===== config.mk =====
export PLATFORM = sky130hd
export DESIGN_NAME = euclid_gcd_top
export DESIGN_NICKNAME = d
export VERILOG_FILES = /design/src/rtl/euclid_pkg.sv /design/src/rtl/euclid_alu.sv /design/src/rtl/euclid_core.sv /design/src/rtl/euclid_gcd_top.sv
export SDC_FILE = /design/constraint.sdc
export NUM_CORES = 1
export LEC_CHECK = 0
export BUFFER_PORTS_ARGS = -buffer_cell sky130_fd_sc_hd__buf_4
export CAP_MARGIN = 25
export CORE_MARGIN = 2
export CORE_UTILIZATION = 25
export CTS_CLUSTER_SIZE = 28
export DETAILED_ROUTE_END_ITERATION = 6
export HOLD_SLACK_MARGIN = 0.12
export SETUP_SLACK_MARGIN = 0.15
export SLEW_MARGIN = 30
export SYNTH_ARGS = -nofsm -noshare
export SYNTH_HDL_FRONTEND = slang
export SYNTH_SLANG_ARGS = --single-unit
export TNS_END_PERCENT = 100

===== constraint.sdc =====
create_clock -name clock -period 11.5 [get_ports clock]
set_clock_uncertainty 0.05 [all_clocks]
set_input_delay 0.575 -clock clock [delete_from_list [all_inputs] [get_ports clock]]
set_output_delay 0.575 -clock clock [all_outputs]
set_load 0.01 [all_outputs]

===== src/rtl/euclid_pkg.sv =====
// Shared types and constants for the Euclid greatest common divisor block.
// Used by euclid_alu, euclid_core and euclid_gcd_top; depends on nothing else.
package euclid_pkg;

   // Width of one operand on the stream ports and of the divisor result.
   localparam int unsigned FIELD_WIDTH = 32;
   // Request word: first_operand then second_operand, packed from bit 0.
   localparam int unsigned REQ_DATA_WIDTH = 2 * FIELD_WIDTH;

   // Flags produced by the shared compare and subtract unit.
   typedef struct packed {
      logic ge;    // minuend is greater than or equal to subtrahend
      logic zero;  // conditional difference is zero
   } alu_flags_type;

   // Status handed from the sequencer to the output stage.
   typedef struct packed {
      logic valid;      // a finished result is waiting
      logic both_zero;  // both operands were zero
   } core_status_type;

endpackage


===== src/rtl/euclid_alu.sv =====
// Shared compare and conditional subtract unit for the Euclid sequencer.
// Depends on euclid_pkg for the flag type.
module euclid_alu
   import euclid_pkg::*;
#(
   parameter int unsigned WIDTH = 33
) (
   input  logic [WIDTH-1:0] minuend,
   input  logic [WIDTH-1:0] subtrahend,
   output logic [WIDTH-1:0] result,
   output alu_flags_type    flags
);

   logic [WIDTH:0] diff;

   // The extra top bit is the borrow of the subtraction.
   assign diff        = {1'b0, minuend} - {1'b0, subtrahend};
   assign flags.ge    = ~diff[WIDTH];
   assign result      = flags.ge ? diff[WIDTH-1:0] : minuend;
   assign flags.zero  = (result == '0);

endmodule


===== src/rtl/euclid_core.sv =====
// Sequencer and operand registers of the Euclid remainder loop.
// Each remainder is taken by shifting the divisor up, then subtracting it back
// down one bit per cycle through euclid_alu. Depends on euclid_pkg.
module euclid_core
   import euclid_pkg::*;
#(
   parameter int unsigned OPERAND_WIDTH = 32
) (
   input  logic                     clock,
   input  logic                     reset,
   input  logic                     start,
   input  logic [OPERAND_WIDTH-1:0] op_a,
   input  logic [OPERAND_WIDTH-1:0] op_b,
   input  logic                     take,
   output logic                     idle,
   output core_status_type          status,
   output logic [FIELD_WIDTH-1:0]   divisor
);

   localparam int unsigned CW = $clog2(OPERAND_WIDTH);

   localparam logic [1:0] ST_IDLE   = 2'd0;
   localparam logic [1:0] ST_ALIGN  = 2'd1;
   localparam logic [1:0] ST_REDUCE = 2'd2;
   localparam logic [1:0] ST_DONE   = 2'd3;

   logic [1:0]               state_ff, state_in;
   logic [OPERAND_WIDTH-1:0] x_ff, x_in;
   logic [OPERAND_WIDTH-1:0] d_ff, d_in;
   logic [CW-1:0]            cnt_ff, cnt_in;
   logic                     bz_ff, bz_in;

   logic [OPERAND_WIDTH:0]   alu_a, alu_b, alu_r;
   alu_flags_type            alu_f;
   logic [OPERAND_WIDTH-1:0] rem;
   logic [OPERAND_WIDTH+FIELD_WIDTH-1:0] div_ext;

   // In ALIGN the unit checks whether twice the divisor still fits below x;
   // in REDUCE it subtracts the divisor when it fits.
   assign alu_a = {1'b0, x_ff};
   assign alu_b = (state_ff == ST_ALIGN) ? {d_ff, 1'b0} : {1'b0, d_ff};

   euclid_alu #(
      .WIDTH (OPERAND_WIDTH + 1)
   ) u_alu (
      .minuend    (alu_a),
      .subtrahend (alu_b),
      .result     (alu_r),
      .flags      (alu_f)
   );

   assign rem = alu_r[OPERAND_WIDTH-1:0];

   always_comb begin
      state_in = state_ff;
      x_in     = x_ff;
      d_in     = d_ff;
      cnt_in   = cnt_ff;
      bz_in    = bz_ff;
      case (state_ff)
         ST_IDLE: begin
            if (start) begin
               x_in   = op_a;
               cnt_in = '0;
               bz_in  = 1'b0;
               if (op_b == '0) begin
                  // A zero divisor ends at once with the other operand.
                  d_in     = op_a;
                  bz_in    = (op_a == '0);
                  state_in = ST_DONE;
               end else begin
                  d_in     = op_b;
                  state_in = ST_ALIGN;
               end
            end
         end
         ST_ALIGN: begin
            if (alu_f.ge) begin
               d_in   = {d_ff[OPERAND_WIDTH-2:0], 1'b0};
               cnt_in = cnt_ff + 1'b1;
            end else begin
               state_in = ST_REDUCE;
            end
         end
         ST_REDUCE: begin
            if (cnt_ff == '0) begin
               // Remainder complete: d holds the divisor when it is zero.
               if (alu_f.zero) begin
                  state_in = ST_DONE;
               end else begin
                  x_in     = d_ff;
                  d_in     = rem;
                  state_in = ST_ALIGN;
               end
            end else begin
               x_in   = rem;
               d_in   = {1'b0, d_ff[OPERAND_WIDTH-1:1]};
               cnt_in = cnt_ff - 1'b1;
            end
         end
         ST_DONE: begin
            if (take) begin
               state_in = ST_IDLE;
            end
         end
         default: begin
            state_in = ST_IDLE;
         end
      endcase
   end

   always_ff @(posedge clock) begin
      if (reset) begin
         state_ff <= ST_IDLE;
      end else begin
         state_ff <= state_in;
      end
      x_ff   <= x_in;
      d_ff   <= d_in;
      cnt_ff <= cnt_in;
      bz_ff  <= bz_in;
   end

   assign div_ext          = {{FIELD_WIDTH{1'b0}}, d_ff};
   assign divisor          = div_ext[FIELD_WIDTH-1:0];
   assign idle             = (state_ff == ST_IDLE);
   assign status.valid     = (state_ff == ST_DONE);
   assign status.both_zero = bz_ff;

endmodule


===== src/rtl/euclid_gcd_top.sv =====
// Euclid GCD top level: the core works on one item at a time; a zero second
// operand finishes in the cycle after it is taken, else each remainder step aligns
// the divisor and then reduces it bit by bit through the single shared compare and
// subtract unit. At best the next word is taken in the same cycle as the result
// reaches the output register. Synchronous active-high reset clears control.
// Depends on euclid_pkg, euclid_core and euclid_alu.
module euclid_gcd_top
   import euclid_pkg::*;
#(
   parameter int unsigned OPERAND_WIDTH = 32
) (
   input  logic                      clock,
   input  logic                      reset,
   input  logic                      req_tvalid,
   output logic                      req_tready,
   // Fields from bit 0: first_operand[31:0], second_operand[63:32].
   input  logic [REQ_DATA_WIDTH-1:0] req_tdata,
   output logic                      rsp_tvalid,
   input  logic                      rsp_tready,
   // Fields from bit 0: divisor[31:0].
   output logic [FIELD_WIDTH-1:0]    rsp_tdata,
   // Fields from bit 0: both_zero[0].
   output logic                      rsp_tuser
);

   logic                     req_fire;
   logic                     core_idle;
   logic                     take;
   core_status_type          core_stat;
   logic [FIELD_WIDTH-1:0]   core_div;
   logic [OPERAND_WIDTH+FIELD_WIDTH-1:0] a_ext, b_ext;
   logic [OPERAND_WIDTH-1:0] op_a, op_b;

   logic                   out_valid_ff, out_valid_in;
   logic [FIELD_WIDTH-1:0] out_data_ff, out_data_in;
   logic                   out_bz_ff, out_bz_in;

   // Operands are cut to the working width, or zero-extended to it.
   assign a_ext = {{OPERAND_WIDTH{1'b0}}, req_tdata[FIELD_WIDTH-1:0]};
   assign b_ext = {{OPERAND_WIDTH{1'b0}}, req_tdata[REQ_DATA_WIDTH-1:FIELD_WIDTH]};
   assign op_a  = a_ext[OPERAND_WIDTH-1:0];
   assign op_b  = b_ext[OPERAND_WIDTH-1:0];

   assign req_tready = core_idle;
   assign req_fire   = req_tvalid & req_tready;

   euclid_core #(
      .OPERAND_WIDTH (OPERAND_WIDTH)
   ) u_core (
      .clock   (clock),
      .reset   (reset),
      .start   (req_fire),
      .op_a    (op_a),
      .op_b    (op_b),
      .take    (take),
      .idle    (core_idle),
      .status  (core_stat),
      .divisor (core_div)
   );

   // A finished result moves to the output register once that is free or draining.
   assign take = core_stat.valid & (~out_valid_ff | rsp_tready);

   always_comb begin
      out_valid_in = out_valid_ff;
      out_data_in  = out_data_ff;
      out_bz_in    = out_bz_ff;
      if (take) begin
         out_valid_in = 1'b1;
         out_data_in  = core_div;
         out_bz_in    = core_stat.both_zero;
      end else if (rsp_tready) begin
         out_valid_in = 1'b0;
      end
   end

   always_ff @(posedge clock) begin
      if (reset) begin
         out_valid_ff <= 1'b0;
      end else begin
         out_valid_ff <= out_valid_in;
      end
      out_data_ff <= out_data_in;
      out_bz_ff   <= out_bz_in;
   end

   assign rsp_tvalid = out_valid_ff;
   assign rsp_tdata  = out_data_ff;
   assign rsp_tuser  = out_bz_ff;

   // The sequencer never offers to take a word while holding a result.
   a_ready_idle: assert property (@(posedge clock) disable iff (reset)
      req_tready |-> !core_stat.valid)
      else $error("request ready while a result is pending");

   // A zero second operand finishes in the very next cycle.
   a_zero_fast: assert property (@(posedge clock) disable iff (reset)
      (req_fire && op_b == '0) |=> core_stat.valid)
      else $error("zero divisor did not finish at once");

   // A pending result is held until the output stage takes it.
   a_core_hold: assert property (@(posedge clock) disable iff (reset)
      (core_stat.valid && !take) |=> (core_stat.valid && $stable(core_div)))
      else $error("pending result lost or changed");

   // The both-zero flag always comes with a zero divisor.
   a_bz_zero: assert property (@(posedge clock) disable iff (reset)
      (rsp_tvalid && rsp_tuser) |-> (rsp_tdata == '0))
      else $error("both_zero with non-zero divisor");

endmodule

### Word-level counts from Yosys, hierarchy flattened

Index checks and enable logic that the tools add are counted.

| word-level totals | value |
|---|---|
| flip-flop bits (word level) | 106 |
| input bits | 68 |
| output and inout bits | 35 |
| word-level logic and storage cells | 63 |

| operators by class | value |
|---|---|
| $add $sub $neg | 3 |
| eq/ne operators | 10 |
| muxes and demuxes | 25 |
| bitwise logic cells | 4 |
| reduce and logical (&&, ||, !) cells | 13 |

Operator list:

| cell | count |
|---|---|
| 32-bit 2-to-1 mux | 8 |
| 32-bit one-hot mux with 3 select lines | 1 |
| 33-bit 2-to-1 mux | 2 |
| 32-bit logical NOT | 2 |
| 32-bit one-hot mux with 2 select lines | 1 |
| 32-bit by 33-bit subtractor with 34-bit output | 1 |
| 33-bit logical NOT | 1 |
| 5-bit 2-to-1 mux | 3 |
| 5-bit one-hot mux with 3 select lines | 1 |
| 2-bit 2-to-1 mux | 6 |
| 4-bit AND reduction | 3 |
| 2-bit != test (second input constant) | 4 |
| 2-bit one-hot mux with 4 select lines | 1 |
| 5-bit by 1-bit adder with 5-bit output (second input constant) | 1 |
| 5-bit logical NOT | 1 |
| 5-bit by 1-bit subtractor with 5-bit output (second input constant) | 1 |
| 2-bit equality test (second input constant) | 2 |
| 2-bit by 1-bit != test with 1-bit output (second input constant) | 2 |
| 2-bit nonzero test | 2 |
| 3-bit != test (second input constant) | 1 |
| 3-bit AND reduction | 1 |
| 3-bit nonzero test | 1 |
| 1-bit bitwise AND | 2 |
| 2-bit by 1-bit equality test with 1-bit output (second input constant) | 1 |
| other kinds (5) | 6 |

### Depth between registers and ports, before layout

| logic depth | value |
|---|---|
| depth in word-level cells | 8 |
| mapped depth | 18 |
| depth with buffers taken out | 16 |

### Cells and area by module

Synthesis repeated with hierarchy kept, for this count alone.

| second synthesis, totals | value |
|---|---|
| cells, all modules | 982 |
| area total of the unflattened synthesis | 8539.4 um^2 |

Modules (own cells, without submodules):

| module | instances | cells each | area each (um^2) | seq. area each (um^2) |
|---|---|---|---|---|
| euclid_core | 1 | 561 | 5026.1 | 2142.1 |
| euclid_alu | 1 | 382 | 2461.1 | 0.0 |
| euclid_gcd_top | 1 | 39 | 1052.3 | 1011.0 |

### Worst setup path before layout

No wires, ideal clock.

| timing path | value |
|---|---|
| path type | reg2reg |
| start | register u_core.state_ff[1] |
| end | register u_core.d_ff[0] (netlist: u_core.divisor[0]) (enable) |
| setup time | 0.425 ns |
| arrival | 5.147 ns |
| required time | 11.025 ns |
| path slack | 5.878 ns |
| cell stages (with the launch flop) | 17 |
| path buffers | 3 |
| period minus slack after synthesis | 5.622 ns |
| path through | dfxtp_1 inv_1 ha_1 clkbuf_1 buf_1 mux2i_1 ha_1 nand2_1 nor3_2 o2111ai_2 a31oi_1 o31ai_4 buf_4 o31ai_1 nor2_1 nand4_1 nor2b_1 |

| on the way | value |
|---|---|
| longest elaborated chain between the ends | 7 |
| elaborated cells on any way between the ends | 13 |
| those cells by class | add/sub (1); eq/ne (5); mux (2); bitwise (1); reduce/logical (4) |

Ends and longest elaborated chain:

| item | line | source |
|---|---|---|
| from (decl) | euclid_core.sv:27 | `logic [1:0] state_ff, state_in;` |
| from (signal assigned) | euclid_core.sv:116 | `state_ff <= state_in;` |
| 2-bit by 1-bit equality test with 1-bit output | euclid_core.sv:41, euclid_core.sv:60 |  |
| 33-bit 2-to-1 mux | euclid_core.sv:41 | `assign alu_b = (state_ff == ST_ALIGN) ? {d_ff, 1'b0} : {1'b0, d_ff};` |
| 32-bit by 33-bit subtractor with 34-bit output | euclid_alu.sv:17 | `assign diff = {1'b0, minuend} - {1'b0, subtrahend};` |
| 33-bit 2-to-1 mux | euclid_alu.sv:19 | `assign result = flags.ge ? diff[WIDTH-1:0] : minuend;` |
| 33-bit logical NOT | euclid_alu.sv:20 | `assign flags.zero = (result == '0);` |
| 3-bit != test (no line) | - |  |
| 4-bit AND reduction (no line) (*) | - |  |
| to (signal assigned) | euclid_core.sv:119 | `d_ff <= d_in;` |
| to (decl) | euclid_core.sv:29 | `logic [OPERAND_WIDTH-1:0] d_ff, d_in;` |

Mark *: on every way between the ends. The rest lies on a longest branch, timed or not.
A chain may end at the register's enable or synchronous reset.

### Final worst setup path

| timing path | value |
|---|---|
| start | register u_core.state_ff[1] |
| end | register u_core.d_ff[9] (netlist: u_core.divisor[9]) (enable) |

Same word-level chain as after synthesis.

==> run summary <==
The post-synthesis instance area came out at approximately 8300 um2. The final setup violation count came out at 0. The mean routed wirelength per cell is 19.81 um. The final global-route overflow total came out at 0. For this run, design rule violations remaining after detail routing come to 0. The wire length of the first global-routing pass is about 42 mm. The weighted congestion reported at the end of routability-driven placement came out at a little over 0.9. The final layout contains routed wiring with a total length of 27.77 mm. In the final layout, the share of cells above drive strength 1 is roughly a fifth. The depth of the CTS H-tree is 3. In the synthesized netlist the dominant register cell turns out to be sky130_fd_sc_hd__edfxtp_1. The largest net degree at the start of global routing came out at 94. The met2 routed wirelength came out at 12.01 mm. The largest buffer count on any clock path is 2. The number of optimization iterations in the first detailed-route pass is 5. By instance count, the leading cell after synthesis is sky130_fd_sc_hd__edfxtp_1. The type of element launching the critical path is a register. The clock latency at the later pin of the worst-skew pair is approximately 0.37 ns.

The biggest area contributor in the post-synthesis netlist is sky130_fd_sc_hd__edfxtp_1. The maximum achievable frequency is 181.4 MHz. The average cell area after synthesis came out at ~9.4 um2. The worst register-to-register path has a setup slack of about 6.0 ns. The total count of hold-check failures in the final report is 0. For the pin with the worst max-slew slack, the measured transition is approximately 0.94 ns. The kind of critical path is register to register.

The endpoint required time on the critical path came out at between 10 and 15 ns. Ranked by instance count, the synthesized netlist is headed by sky130_fd_sc_hd__edfxtp_1 (103), sky130_fd_sc_hd__a21oi_1 (92), sky130_fd_sc_hd__nand2_1 (91), sky130_fd_sc_hd__o21ai_0 (68), sky130_fd_sc_hd__nor2_1 (54). The effective utilization at floorplan came out at around a quarter.

The antenna diode count is 0. The net count after synthesis is 995. The share of the core filled with cells came out at 30.03%.

The count of buffers added on input and output ports is approximately 100. The number of ports placed on the die boundary came out at 103. The detailed route wirelength on metal3 is 2.115 mm. The minimum period implied by the final worst setup slack is between 5 and 6 ns. The number of register bits inferred by synthesis came out at 106. The worst setup path is captured at a register. STA puts the critical path data arrival time at roughly 5.5 ns. The die boundary width is roughly 190 um. In this run the clock root is driven by a sky130_fd_sc_hd__clkbuf_16. The total setup buffers inserted after CTS came out at 0. The clock tree from TritonCTS is done. Traced cell by cell, the critical path runs through inv_1, ha_4, buf_4, mux2i_1, ha_1, or2b_1, a21oi_2, o2111ai_2, a31oi_1, o31ai_4, buf_4, o31ai_1, nor2_1, nand4_1, nor2b_2, buf_4. The sum of net half-perimeters after detailed placement is approximately 21 mm.

The final antenna-violating net count is 0. The die covers ~35,000 um2. The post-cts sizing count is 0. Yosys printed 0 warnings. The number of buffers inserted for hold repair after clock tree synthesis is 0. Yosys attributes the largest share of cell area to sky130_fd_sc_hd__edfxtp_1 (37%), sky130_fd_sc_hd__mux2i_1 (6.2%), sky130_fd_sc_hd__ha_1 (5.9%), sky130_fd_sc_hd__a21oi_1 (5.5%), sky130_fd_sc_hd__a211oi_1 (4.6%). The final critical path takes up roughly 48% of the cycle. The proportion of synthesized flip-flops having asynchronous set or reset is 0%.

The tightest slew margin relative to the limit is 37.14%. The synthesized design devotes to its leading area cell type 37.11% of total area. The highest metal layer carrying signal wires in the routed design is met4. The initial DRC count is ~840.

Across every metal layer, demand over resource in global routing totals approximately 15%. The y dimension of the die came out at 186.6 um. The clock buffer count from CTS is 9.

The via count of the first global-routing pass is about 7,100. Setup repair after global routing left no endpoint under its margin. The number of max-slew violations in the final report came out at 0. For the final routed database, the setup TNS stands at 0 ns.

The number of antenna violations at the first check in global routing was 0. After clock tree synthesis, the clock-pin slew on the worst setup and hold paths is 0.09 ns. The max capacitance violation total is 0.

In this run the worst hold path is classified as input pin to register. Sequential cells were found to cover 37.83% of the synthesized design area. The mean number of vias per cell is roughly 5.4.

The number of clock sinks is between 100 and 150. The number of synthesized flops with an enable pin is 103. Among the stages of the critical path, the cell type that occurs most often is sky130_fd_sc_hd__buf_4. In this run, distinct cell masters in the synthesized netlist total 83. The number of instances in the synthesized netlist came out at around 890.

The post-route met1 wirelength is 13.06 mm. The top fanout value on the critical path is 42. The total area inside the core boundary comes to approximately 33,000 um2.

The worst stage delay on the critical path is approximately 0.6 ns. In this run the core area contains 66 standard-cell rows. The final layout net count came out at roughly 1,100. The synthesis-to-finish area growth is 17.80%. The total via count in the routed design came out at 7,533.

Among all stages on the critical path, the largest delay is contributed by sky130_fd_sc_hd__o31ai_1. The run finished with clean final reports.
==> cell usage in the layout, fill, tap and decap left out, types with 9 or more instances in the layout <==
cell                          n
sky130_fd_sc_hd__a211oi_1    51
sky130_fd_sc_hd__a21o_1      10
sky130_fd_sc_hd__a21oi_1     92
sky130_fd_sc_hd__a22oi_1     15
sky130_fd_sc_hd__a31oi_1     11
sky130_fd_sc_hd__buf_4      109
sky130_fd_sc_hd__clkbuf_16    9
sky130_fd_sc_hd__edfxtp_1   103
sky130_fd_sc_hd__ha_1        36
sky130_fd_sc_hd__inv_1       12
sky130_fd_sc_hd__mux2_2      29
sky130_fd_sc_hd__mux2i_1     52
sky130_fd_sc_hd__nand2_1     90
sky130_fd_sc_hd__nand3_1     11
sky130_fd_sc_hd__nand4_1     10
sky130_fd_sc_hd__nor2_1      53
sky130_fd_sc_hd__nor3_1      19
sky130_fd_sc_hd__nor4_1      23
sky130_fd_sc_hd__o21ai_0     68
sky130_fd_sc_hd__xnor2_1     17
==> stage by stage <==
stage	cells	hold slack, ns	setup WS [ns]	cell area, um2
2_1_floorplan	886	0.3503	5.878	8335
3_3_place_gp	1385	0.4328	5.871	9467
3_5_place_dp	1386	0.4234	5.687	9513
4_1_cts	1402	0.3262	5.669	9809
5_1_grt	1402	0.3255	5.651	9819
6_report	1402	0.3259	5.987	9819
==> state kept, by name, summed over array words and instances (netlist names) <==
name             count
rsp_tdata           32
rsp_tuser            1
rsp_tvalid           1
u_core.bz_ff         1
u_core.cnt_ff        5
u_core.divisor      32
u_core.state_ff      2
u_core.x_ff         32
==> metal layers <==
layer / up-vias / global-route usage (%)
met5: - / 0
met2: 349 / 23.21
li1: 3560 / -
met3: 35 / 2.106
met1: 3589 / 23.06
met4: 0 / 4.182
==> worst max-delay path: cells and delay by family, from the launching register on <==
kind,cells,cell delay [ns]
adders and majority gates,2,0.70
buffers and inverters,4,1.33
muxes,1,0.36
AOI/OAI and AO/OA,5,1.67
DFF,1,0.35
and+or+nand+nor,4,0.63
==> worst paths after layout <==
kind | startpoint | to | cells after the start
worst min-delay path | reset | u_core.state_ff[0] | 2
worst max-delay path | u_core.state_ff[1] | u_core.divisor[9] | 16
worst max register to register | u_core.state_ff[1] | u_core.divisor[9] | 16
worst min register to register | u_core.bz_ff | rsp_tuser | 0
==> cells by family (layout without fill, tap and decap cells) <==
logic type | Yosys count | after routing | share of synthesized area [%]
AO/OA/AOI/OAI | 312 | 312 | 24.30
XOR/XNOR | 24 | 24 | 2.522
buffers and inverters | 65 | 139 | 3.723
AND/OR/NAND/NOR | 257 | 257 | 15.13
flip-flops | 106 | 106 | 37.83
multiplexers | 81 | 81 | 10.16
adder cells (fa/ha/maj) | 41 | 41 | 6.334
==> final cells by class <==
cell class / instances / area (um2)
clock inverter: 6 / 67.56
tap: 442 / 553.0
inverter: 13 / 48.80
timing repair buffer: 110 / 845.8
clock buffer: 10 / 229.0
sequential: 106 / 3153
multi-input combinational: 715 / 4922
fill: 3481 / 22880
Power is not shown: default switching activity piles up to over one toggle a cycle in this logic, so the estimate is an artifact.
